<file path="src/design/sefu_pkg.sv">
`default_nettype none
package sefu_pkg;

  localparam int PRIMARY_BYTES   = 256;
  localparam int SECONDARY_BYTES = 32;
  localparam int LINE_SPRITES    = 8;

  localparam int IN_DATA_W  = 40;
  localparam int OUT_DATA_W = 32;
  localparam int RES_W      = 29;

  // command codes carried in in_tuser
  typedef enum logic [1:0] {
    CMD_ADDR = 2'd0,
    CMD_DATA = 2'd1,
    CMD_READ = 2'd2,
    CMD_TICK = 2'd3
  } cmd_t;

  // where a secondary store read lands in the following cycle
  typedef enum logic [2:0] {
    DST_LATCH = 3'd0,
    DST_Y     = 3'd1,
    DST_TILE  = 3'd2,
    DST_ATTR  = 3'd3,
    DST_COL   = 3'd4
  } dst_t;

  // overflow bit positions
  localparam int OV_PRIM = 0;
  localparam int OV_SEC  = 1;
  localparam int OV_DET  = 2;
  localparam int OV_SPR  = 3;

  // zero-in-range flag positions
  localparam int Z_NEXT = 0;
  localparam int Z_CUR  = 1;

  localparam logic [7:0]  BYTE_EMPTY  = 8'hFF;
  localparam logic [7:0]  ALIGN_MASK  = 8'hFC;
  localparam logic [4:0]  HEIGHT_8    = 5'd8;
  localparam logic [12:0] PLANE_HI    = 13'h0008;

  function automatic logic [7:0] reverse8(input logic [7:0] b);
    logic [7:0] r;
    for (int i = 0; i < 8; i++) r[7-i] = b[i];
    return r;
  endfunction

endpackage
`default_nettype wire

</file>
<file path="src/design/sefu_ram.sv">
`default_nettype none
module sefu_ram #(
  parameter int WIDTH = 8,
  parameter int DEPTH = 256
) (
  input  wire                     clk,
  input  wire                     we,
  input  wire [$clog2(DEPTH)-1:0] waddr,
  input  wire [WIDTH-1:0]         wdata,
  input  wire [$clog2(DEPTH)-1:0] raddr,
  output logic [WIDTH-1:0]        rdata
);

  logic [WIDTH-1:0] mem [DEPTH];

  always_ff @(posedge clk) begin
    if (we) mem[waddr] <= wdata;
    rdata <= mem[raddr];
  end

endmodule
`default_nettype wire

</file>
<file path="src/design/sprite_evaluation_fetch_unit.sv">
`default_nettype none
// Sprite evaluation and pattern fetch unit. One word enters per clock: an OAM
// address write, an OAM data write (address then auto-increments), an OAM data
// read, or a dot tick, and every accepted word yields exactly one result word,
// registered on the accepting edge and offered from the next cycle on; under
// back-pressure it waits in the output stage. Sustained rate is one word per
// cycle while input is not stalled; both store RAMs' read data is registered
// and folded into the consuming register in the cycle after the read
// through a pending-read bypass, so the following word already sees it. Dots
// 1-64 clear the secondary store, 65-256 run the sprite scan with the classic
// overflow behavior, 257-320 load eight sprites and request pattern addresses
// (the byte must be presented with the tick that follows), and 1-256 give a
// sprite pixel. Both stores read as 0xFF after reset through per-entry valid
// flags; no clearing pass is needed. A two-entry output stage keeps input
// accepting while one result waits; once both entries are full the input
// stalls, and it stays stalled in the cycle in which the parked word moves up.
// Configuration is taken at any time (cfg_ready is high).
module sprite_evaluation_fetch_unit
  import sefu_pkg::*;
(
  input  wire                   clk,
  input  wire                   rst_n,
  input  wire                   in_tvalid,
  output logic                  in_tready,
  // [7:0] value, [16:8] scanline, [25:17] dot, [33:26] pattern_byte
  input  wire [IN_DATA_W-1:0]   in_tdata,
  // [1:0] command
  input  wire [1:0]             in_tuser,
  output logic                  out_tvalid,
  input  wire                   out_tready,
  // [7:0] read_data, [8] fetch_request, [21:9] pattern_address,
  // [23:22] pixel_pattern, [25:24] pixel_palette, [26] pixel_behind,
  // [27] pixel_sprite_zero, [28] overflow_flag
  output logic [OUT_DATA_W-1:0] out_tdata,
  input  wire                   cfg_valid,
  output logic                  cfg_ready,
  input  wire                   cfg_addr,
  input  wire [4:0]             cfg_data
);

  // input fields
  logic [7:0] f_value;
  logic [8:0] f_line;
  logic [8:0] f_dot;
  logic [7:0] f_pbyte;
  cmd_t       f_cmd;
  logic       acc;

  assign f_value = in_tdata[7:0];
  assign f_line  = in_tdata[16:8];
  assign f_dot   = in_tdata[25:17];
  assign f_pbyte = in_tdata[33:26];
  assign f_cmd   = cmd_t'(in_tuser);

  // configuration
  logic [4:0] height_r;
  logic       pts_r;

  assign cfg_ready = 1'b1;

  always_ff @(posedge clk) begin
    if (!rst_n) begin
      height_r <= HEIGHT_8;
      pts_r    <= 1'b0;
    end else if (cfg_valid) begin
      if (cfg_addr == 1'b0) height_r <= cfg_data;
      else                  pts_r    <= cfg_data[0];
    end
  end

  // state registers
  logic [7:0]  pp_r, pp_nxt;
  logic [4:0]  sp_r, sp_nxt;
  logic [7:0]  latch_r, latch_nxt;
  logic [1:0]  copy_r, copy_nxt;
  logic [3:0]  ov_r, ov_nxt;
  logic [1:0]  z_r, z_nxt;
  logic [7:0]  fy_r, fy_nxt;
  logic [7:0]  ft_r, ft_nxt;
  logic [12:0] fa_r, fa_nxt;
  logic [7:0]  attr_r [LINE_SPRITES];
  logic [7:0]  attr_nxt [LINE_SPRITES];
  logic [7:0]  col_r [LINE_SPRITES];
  logic [7:0]  col_nxt [LINE_SPRITES];
  logic [15:0] plane_r [LINE_SPRITES];
  logic [15:0] plane_nxt [LINE_SPRITES];

  // pending reads from the stores, resolved in the following cycle
  logic       prim_pend_r, prim_pend_nxt;
  logic       sec_pend_r, sec_pend_nxt;
  dst_t       sec_dst_r, sec_dst_nxt;
  logic [2:0] sec_idx_r, sec_idx_nxt;

  // store ports
  logic                 prim_we;
  logic [7:0]           prim_q;
  logic [PRIMARY_BYTES-1:0]   prim_vld_r;
  logic                 prim_vq_r;
  logic                 sec_we;
  logic [4:0]           sec_waddr, sec_raddr;
  logic [7:0]           sec_wdata, sec_q;
  logic [SECONDARY_BYTES-1:0] sec_vld_r;
  logic                 sec_vq_r;

  sefu_ram #(.WIDTH(8), .DEPTH(PRIMARY_BYTES)) u_primary (
    .clk   (clk),
    .we    (prim_we),
    .waddr (pp_r),
    .wdata (f_value),
    .raddr (pp_r),
    .rdata (prim_q)
  );

  sefu_ram #(.WIDTH(8), .DEPTH(SECONDARY_BYTES)) u_secondary (
    .clk   (clk),
    .we    (sec_we),
    .waddr (sec_waddr),
    .wdata (sec_wdata),
    .raddr (sec_raddr),
    .rdata (sec_q)
  );

  // never-written entries read as empty
  logic [7:0] prim_eff, sec_eff;
  assign prim_eff = prim_vq_r ? prim_q : BYTE_EMPTY;
  assign sec_eff  = sec_vq_r ? sec_q : BYTE_EMPTY;

  // bypassed views of registers that may have a read in flight
  logic [7:0] latch_eff, fy_eff, ft_eff;
  logic [7:0] attr_eff [LINE_SPRITES];
  logic [7:0] col_eff [LINE_SPRITES];

  always_comb begin
    if (prim_pend_r)                                latch_eff = prim_eff;
    else if (sec_pend_r && sec_dst_r == DST_LATCH)  latch_eff = sec_eff;
    else                                            latch_eff = latch_r;
    fy_eff = (sec_pend_r && sec_dst_r == DST_Y) ? sec_eff : fy_r;
    ft_eff = (sec_pend_r && sec_dst_r == DST_TILE) ? sec_eff : ft_r;
    for (int i = 0; i < LINE_SPRITES; i++) begin
      attr_eff[i] = (sec_pend_r && sec_dst_r == DST_ATTR && sec_idx_r == 3'(i))
                    ? sec_eff : attr_r[i];
      col_eff[i]  = (sec_pend_r && sec_dst_r == DST_COL && sec_idx_r == 3'(i))
                    ? sec_eff : col_r[i];
    end
  end

  // sprite pixel: first opaque sprite in slot order
  logic [7:0] px;
  logic [1:0] pix_pat, pix_pal;
  logic       pix_behind, pix_zero;

  assign px = 8'(f_dot - 9'd1);

  always_comb begin
    logic       found;
    logic [8:0] dif;
    logic [2:0] sh;
    logic [1:0] pat;
    found      = 1'b0;
    pix_pat    = 2'd0;
    pix_pal    = 2'd0;
    pix_behind = 1'b0;
    pix_zero   = 1'b0;
    for (int i = 0; i < LINE_SPRITES; i++) begin
      dif = {1'b0, px} - {1'b0, col_eff[i]};
      sh  = 3'd7 - dif[2:0];
      pat = {plane_r[i][{1'b1, sh}], plane_r[i][{1'b0, sh}]};
      if (!found && dif[8:3] == 6'd0 && pat != 2'd0) begin
        found      = 1'b1;
        pix_pat    = pat;
        pix_pal    = attr_eff[i][1:0];
        pix_behind = attr_eff[i][5];
        pix_zero   = z_r[Z_CUR] && (i == 0);
      end
    end
  end

  // step logic
  logic [7:0]  pp_inc, pp4;
  logic [4:0]  sp_inc;
  logic [9:0]  sdiff;
  logic        hit;
  logic [5:0]  ft_off;
  logic [2:0]  phase, slot;
  logic [RES_W-1:0] res;

  assign pp_inc = pp_r + 8'd1;
  assign pp4    = (pp_r + 8'd4) & ALIGN_MASK;
  assign sp_inc = sp_r + 5'd1;
  assign sdiff  = {1'b0, f_line} - {2'b00, latch_eff};
  assign hit    = !sdiff[9] && (sdiff[8:0] < {4'd0, height_r});
  assign ft_off = 6'(f_dot - 9'd257);
  assign phase  = ft_off[2:0];
  assign slot   = ft_off[5:3];

  always_comb begin
    logic        blocked;
    logic        adv;
    logic [4:0]  sp_base;
    logic [7:0]  diff, row, pb;
    logic [12:0] addr;
    logic [7:0]  rd;
    logic        freq;
    logic [12:0] fout;
    pp_nxt        = pp_r;
    sp_nxt        = sp_r;
    latch_nxt     = latch_eff;
    copy_nxt      = copy_r;
    ov_nxt        = ov_r;
    z_nxt         = z_r;
    fy_nxt        = fy_eff;
    ft_nxt        = ft_eff;
    fa_nxt        = fa_r;
    for (int i = 0; i < LINE_SPRITES; i++) begin
      attr_nxt[i]  = attr_eff[i];
      col_nxt[i]   = col_eff[i];
      plane_nxt[i] = plane_r[i];
    end
    prim_pend_nxt = 1'b0;
    sec_pend_nxt  = 1'b0;
    sec_dst_nxt   = DST_LATCH;
    sec_idx_nxt   = slot;
    prim_we       = 1'b0;
    sec_we        = 1'b0;
    sec_waddr     = sp_r;
    sec_wdata     = BYTE_EMPTY;
    sec_raddr     = sp_r;
    blocked       = ov_r[OV_PRIM] | ov_r[OV_SEC];
    adv           = 1'b0;
    sp_base       = sp_r;
    diff          = 8'd0;
    row           = 8'd0;
    pb            = 8'd0;
    addr          = 13'd0;
    rd            = 8'd0;
    freq          = 1'b0;
    fout          = 13'd0;
    if (acc) begin
      case (f_cmd)
        CMD_ADDR: pp_nxt = f_value;
        CMD_DATA: begin
          latch_nxt = f_value;
          prim_we   = 1'b1;
          pp_nxt    = pp_inc;
        end
        CMD_READ: rd = latch_eff;
        CMD_TICK: begin
          if (f_dot >= 9'd1 && f_dot <= 9'd64) begin
            // clear pass over the secondary store
            if (f_dot == 9'd1) sp_nxt = 5'd0;
            if (!f_dot[0]) begin
              sec_we = 1'b1;
              sp_nxt = sp_inc;
            end
          end else if (f_dot >= 9'd65 && f_dot <= 9'd256) begin
            if (f_dot == 9'd65) begin
              ov_nxt[OV_PRIM] = 1'b0;
              ov_nxt[OV_SEC]  = 1'b0;
              ov_nxt[OV_SPR]  = 1'b0;
              sp_nxt          = 5'd0;
            end
            if (f_dot[0]) begin
              prim_pend_nxt = 1'b1;
            end else begin
              if (!blocked) begin
                sec_we    = 1'b1;
                sec_wdata = latch_eff;
              end else begin
                sec_pend_nxt = 1'b1;
              end
              if (copy_r != 2'd0) begin
                copy_nxt = copy_r - 2'd1;
                adv      = 1'b1;
              end else begin
                if (f_dot == 9'd66) z_nxt[Z_NEXT] = hit;
                if (hit && !blocked) begin
                  copy_nxt = 2'd3;
                  adv      = 1'b1;
                end else if (!ov_r[OV_DET]) begin
                  pp_nxt = pp4;
                  if (pp4 == 8'd0) ov_nxt[OV_PRIM] = 1'b1;
                end else if (hit && !ov_r[OV_PRIM]) begin
                  ov_nxt[OV_SPR] = 1'b1;
                  ov_nxt[OV_DET] = 1'b0;
                end else begin
                  // misaligned step of the overflow scan
                  pp_nxt = pp4 | (pp_inc & 8'h03);
                  if (pp4 == 8'd0) ov_nxt[OV_PRIM] = 1'b1;
                end
              end
              if (adv) begin
                pp_nxt      = pp_inc;
                sp_nxt      = sp_inc;
                ov_nxt[2:0] = 3'd0;
                if (pp_inc == 8'd0) ov_nxt[OV_PRIM] = 1'b1;
                if (sp_inc == 5'd0) begin
                  ov_nxt[OV_SEC] = 1'b1;
                  ov_nxt[OV_DET] = 1'b1;
                end
              end
            end
          end else if (f_dot >= 9'd257 && f_dot <= 9'd320) begin
            sp_base      = (f_dot == 9'd257) ? 5'd0 : sp_r;
            sp_nxt       = sp_base;
            z_nxt[Z_CUR] = z_r[Z_NEXT];
            case (phase)
              3'd0, 3'd1, 3'd2, 3'd3: begin
                sec_raddr    = sp_base;
                sp_nxt       = sp_base + 5'd1;
                sec_pend_nxt = 1'b1;
                case (phase)
                  3'd0:    sec_dst_nxt = DST_Y;
                  3'd1:    sec_dst_nxt = DST_TILE;
                  3'd2:    sec_dst_nxt = DST_ATTR;
                  default: sec_dst_nxt = DST_COL;
                endcase
              end
              3'd4: begin
                diff = 8'(f_line - {1'b0, fy_eff});
                row  = attr_eff[slot][7] ? ~diff : diff;
                if (height_r == HEIGHT_8)
                  addr = {pts_r, ft_eff, 1'b0, row[2:0]};
                else
                  addr = {ft_eff[0], ft_eff[7:1], row[3], 1'b0, row[2:0]};
                fa_nxt = addr;
                freq   = 1'b1;
                fout   = addr;
              end
              3'd5: begin
                pb = attr_eff[slot][6] ? reverse8(f_pbyte) : f_pbyte;
                plane_nxt[slot][7:0] = pb;
              end
              3'd6: begin
                freq = 1'b1;
                fout = fa_r | PLANE_HI;
              end
              default: begin
                pb = attr_eff[slot][6] ? reverse8(f_pbyte) : f_pbyte;
                plane_nxt[slot][15:8] = pb;
              end
            endcase
          end
        end
        default: ;
      endcase
    end
    if (acc && f_cmd == CMD_TICK && f_dot >= 9'd1 && f_dot <= 9'd256)
      res = {ov_nxt[OV_SPR], pix_zero, pix_behind, pix_pal, pix_pat, fout, freq, rd};
    else
      res = {ov_nxt[OV_SPR], 1'b0, 1'b0, 2'd0, 2'd0, fout, freq, rd};
  end

  // output stage with skid slot
  logic             out_v_r, skid_v_r;
  logic [RES_W-1:0] out_w_r, skid_w_r;

  assign in_tready  = !skid_v_r;
  assign acc        = in_tvalid && in_tready;
  assign out_tvalid = out_v_r;
  assign out_tdata  = {{(OUT_DATA_W-RES_W){1'b0}}, out_w_r};

  always_ff @(posedge clk) begin
    if (!rst_n) begin
      out_v_r  <= 1'b0;
      skid_v_r <= 1'b0;
    end else if (out_v_r && !out_tready) begin
      // hold the waiting word, park a new one
      if (acc) begin
        skid_w_r <= res;
        skid_v_r <= 1'b1;
      end
    end else if (skid_v_r) begin
      out_w_r  <= skid_w_r;
      out_v_r  <= 1'b1;
      skid_v_r <= 1'b0;
    end else begin
      out_w_r <= res;
      out_v_r <= acc;
    end
  end

  // state update
  always_ff @(posedge clk) begin
    if (!rst_n) begin
      pp_r        <= 8'd0;
      sp_r        <= 5'd0;
      latch_r     <= 8'd0;
      copy_r      <= 2'd0;
      ov_r        <= 4'd0;
      z_r         <= 2'd0;
      fy_r        <= 8'd0;
      ft_r        <= 8'd0;
      fa_r        <= 13'd0;
      for (int i = 0; i < LINE_SPRITES; i++) begin
        attr_r[i]  <= 8'd0;
        col_r[i]   <= 8'd0;
        plane_r[i] <= 16'd0;
      end
      prim_pend_r <= 1'b0;
      sec_pend_r  <= 1'b0;
      sec_dst_r   <= DST_LATCH;
      sec_idx_r   <= 3'd0;
      prim_vld_r  <= '0;
      sec_vld_r   <= '0;
      prim_vq_r   <= 1'b0;
      sec_vq_r    <= 1'b0;
    end else begin
      pp_r        <= pp_nxt;
      sp_r        <= sp_nxt;
      latch_r     <= latch_nxt;
      copy_r      <= copy_nxt;
      ov_r        <= ov_nxt;
      z_r         <= z_nxt;
      fy_r        <= fy_nxt;
      ft_r        <= ft_nxt;
      fa_r        <= fa_nxt;
      for (int i = 0; i < LINE_SPRITES; i++) begin
        attr_r[i]  <= attr_nxt[i];
        col_r[i]   <= col_nxt[i];
        plane_r[i] <= plane_nxt[i];
      end
      prim_pend_r <= prim_pend_nxt;
      sec_pend_r  <= sec_pend_nxt;
      sec_dst_r   <= sec_dst_nxt;
      sec_idx_r   <= sec_idx_nxt;
      if (prim_we) prim_vld_r[pp_r] <= 1'b1;
      if (sec_we)  sec_vld_r[sec_waddr] <= 1'b1;
      prim_vq_r   <= prim_vld_r[pp_r];
      sec_vq_r    <= sec_vld_r[sec_raddr];
    end
  end

endmodule
`default_nettype wire
</file>
<file path="config.mk">
export PLATFORM = sky130hd
export DESIGN_NAME = sprite_evaluation_fetch_unit
export DESIGN_NICKNAME = d
export VERILOG_FILES = /design/src/design/sefu_pkg.sv /design/src/design/sefu_ram.sv /design/src/design/sprite_evaluation_fetch_unit.sv
export SDC_FILE = /design/constraint.sdc
export NUM_CORES = 2
export LEC_CHECK = 0
export ABC_AREA = 0
export BUFFER_PORTS_ARGS = -buffer_cell sky130_fd_sc_hd__buf_2
export CORE_ASPECT_RATIO = 0.75
export CORE_MARGIN = 3
export CORE_UTILIZATION = 41
export DETAILED_ROUTE_END_ITERATION = 10
export PLACE_DENSITY = 0.64
export SYNTH_ARGS = -nofsm -noshare
export SYNTH_HDL_FRONTEND = slang
export SYNTH_SLANG_ARGS = --single-unit
export TNS_END_PERCENT = 100
</file>
<file path="constraint.sdc">
create_clock -name clk -period 6.5 [get_ports clk]
set_clock_uncertainty 0.15 [all_clocks]
set_input_delay 1.95 -clock clk [delete_from_list [all_inputs] [get_ports clk]]
set_output_delay 1.95 -clock clk [all_outputs]
set_load 0.005 [all_outputs]
</file>
==> reports/metrics.yaml <==
timing:
  finalSetupViolCount: 0
  worstMarginPinSlew_ns: 1.20
  rsz0062_at_grt: "false"
  slew_headroom_pct: 19.1
  max_freq_ghz: 0.173
  fin_tns_setup_ns: 0
  layout_setup_ws_ns: 0.716
  finalCritPeriodShare_pct: 89.0
  min_period_ns: 5.78
  drv_slew: 0
  finalHoldViolations: 0
logic_synthesis:
  seq_area_frac_synth_pct: 69.5
  ys_ff_latch: 2969
  synth-compound-area-share_pct: 5.05
  synth-adder-area-share_pct: 1.15
  ys_types: 90
  synthesis.area_um2: 119000
  ys_warn_count: 0
  synthMuxAreaShare_pct: 15.2
  synth_xor_area_share_pct: 0.264
  synth_edf_count: 2362
  synthArstFlopShare_pct: 0
  synth_top_family_by_area: "multiplexers"
  syn-mean-instance-area_um2: 16.1
  syn_inst: 7415
  yosys.area_share.simple_pct: 7.16
  synth_ff_type: "edfxtp_1"
route:
  drt_iter0_markers: 8724
  ant_nets: 0
  via_count: 69000
  via_per_inst: 5.77
  wire_per_inst_um: 26.1
  drt-pass1-iter-count: 6
  drc: 0
  routed_wl_mm: 312
clock_network:
  cts_resized: 0
  postCtsHoldBufs: 0
  cts_buffers: 287
  worstSkewPairLatency_ns: 0.85
  cts_sinks: 2969
  cts_root_buf: "clkbuf_16"
  post_cts_buffers: 0
  clkTransAtPathRegs_ns: 0.06
  htree_num_levels: 5
  cts_buffer_depth: 4
  cts_tree: "done"
place:
  dp.cells: 11400
  gp_congestion: 0.892
  dpl_cell_area_um2: 127000
  dp_slack_ns: -0.0568
  post-dp-hpwl_mm: 201
  io_buffers: 77
worst_setup_path:
  crit_type: "reg2reg"
  crit_fanout: 9
  worstPathRequired_ns: 7.06
  reg2reg_slack_ns: 0.72
  endpoint_kind: "register"
  startpoint_type: "register"
  critPathArrivalTime_ns: 6.34
pwr:
  p_leak_nw: 44.3
  vdd_drop_max_v: 0.000199
  p_per_area_nw_per_um2: 289
finish:
  fill_cells: 24100
  num-nets-final: 8006
  final_util_pct: 47.4
  synthToLayoutAreaGrowth_pct: 14.2
  drive_above_1_share_pct: 22.9
  final_cell_mix: "2362 x edfxtp_1, 1325 x nor2_1, 770 x mux4_2"
  mostFrequentLayoutCell: "edfxtp_1"
  fin_area_um2: 136000
  instances_no_fill: 11900
die:
  die_w_um: 629
  initial_utilization_pct: 41.5
  rows: 170
  design.die.area_um2: 298000
  core_um2: 288000
  die_h_um: 474
  ioPinCount: 88
grt:
  grt_start_max_net_pins: 179
  grt_antenna_before_repair: 13
  grt.overflow.total: 0
  grt_pass1_wl_mm: 458
  grt_util_all_layers_pct: 20.6
  grt_pass1_vias: 67000
hold_path:
  hold_path.class: "reg2reg"
run:
  maxCapViolCount: 0
status:
  outcome: "complete, no violations"
flip-flops by register name (all words and copies together), names as in the netlist, 2 cells and up:
name,count
u_primary.mem,2048
prim_vld_r,256
u_secondary.mem,256
plane_r,128
col_r,64
attr_r,40
sec_vld_r,32
out_w_r,29
skid_w_r,29
fa_r,12
ft_r,8
latch_r,8
pp_r,8
u_primary.rdata,8
u_secondary.rdata,8
height_r,5
sec_waddr,5
fy_r,4
ov_r,4
sec_dst_r,3
sec_idx_r,3
copy_r,2
z_r,2
per-stage QoR:
| stage | hold slack [ns] | power, mW |
|---|---|---|
| floorplan | 0.285 | 22.4 |
| global placement | 0.292 | 23.5 |
| detailed placement | 0.302 | 23.6 |
| CTS | 0.318 | 39.7 |
| global route | 0.325 | 40.6 |
| finish | 0.315 | 39.4 |
path summary, 6_finish.rpt:
check	startpoint	end	depth (start not counted)
min reg2reg	sec_vld_r[23]$_SDFFE_PN0P_	sec_vld_r[23]$_SDFFE_PN0P_	1
max	sec_pend_r$_SDFF_PP0_	pp_r[7]$_SDFFE_PN0P_	19
min	sec_vld_r[23]$_SDFFE_PN0P_	sec_vld_r[23]$_SDFFE_PN0P_	1
max reg2reg	sec_pend_r$_SDFF_PP0_	pp_r[7]$_SDFFE_PN0P_	19
worst max-delay path, cell delays in order (launching register included):
cell,delay [ns]
dfxtp_1,0.51
nor4b_2,0.59
a21oi_1,0.16
o22ai_1,0.63
ha_1,0.36
nor2b_1,0.12
o21ai_0,0.24
nand2_1,0.11
nor2_1,0.11
nor2_1,0.06
ha_1,0.28
o21a_1,0.10
o21ai_0,0.07
nand3_1,0.12
a221oi_1,0.07
buf_4,0.18
a21oi_1,0.74
a21oi_1,0.22
o2111a_1,0.30
or4_1,0.51
kinds of logic (layout without fill, tap and decap cells):
logic type               count (synthesis)  in the layout
buffers and inverters                  512           1170
XOR/XNOR                                36             36
AO/OA/AOI/OAI                          911            911
flip-flops                            2969           2969
AND/OR/NAND/NOR                       2034           2034
other                                    2              7
adder cells (fa/ha/maj)                105            105
multiplexers                           846            846
Yosys cell counts, drive strengths merged, types with 54 or more instances:
| library cell | count | area, µm² |
|---|---|---|
| edfxtp | 2362 | 70900 |
| nor2 | 1328 | 4980 |
| mux4 | 770 | 17300 |
| dfxtp | 607 | 12200 |
| clkbuf | 356 | 1340 |
| nand2 | 342 | 1280 |
| a21oi | 242 | 1210 |
| o21ai | 151 | 756 |
| o21a | 124 | 931 |
| ha | 95 | 1190 |
| buf | 90 | 403 |
| nand3 | 79 | 395 |
| a211oi | 73 | 548 |
| inv | 64 | 240 |
| a311oi | 54 | 473 |
layer usage:
metal / global-route usage (%) / vias up / part of all wire (%) / wire (µm)
met3: 4.77 / 471 / 10 / 31400
met1: 31.6 / 35800 / 44 / 138000
met4: 5.60 / 6 / 2.8 / 8730
met5: 0 / - / 0.011 / 35
li1: - / 29600 / - / -
met2: 29.3 / 3081 / 43 / 134000
report_power, final:
| part | switching [mW] | internal [mW] |
|---|---|---|
| registers | 0.0674 | 20.5 |
| logic | 1.58 | 1.01 |
| clock network | 7.05 | 9.24 |
| total | 8.69 | 30.7 |
layout make-up:
class                           instances  area [µm²]  area share (%)
Inverter                               66         260           0.191
Timing Repair Buffer                  589        4610            3.38
Clock buffer                          394        8030            5.88
Clock inverter                        121        1050           0.767
Antenna cell                            3        7.51         0.00550
Multi-Input combinational cell       3936       34600            25.3
Tap cell                             3870        4840            3.55
Sequential cell                      2969       83100            60.9
Note: power is estimated with default switching activity, not from simulation.
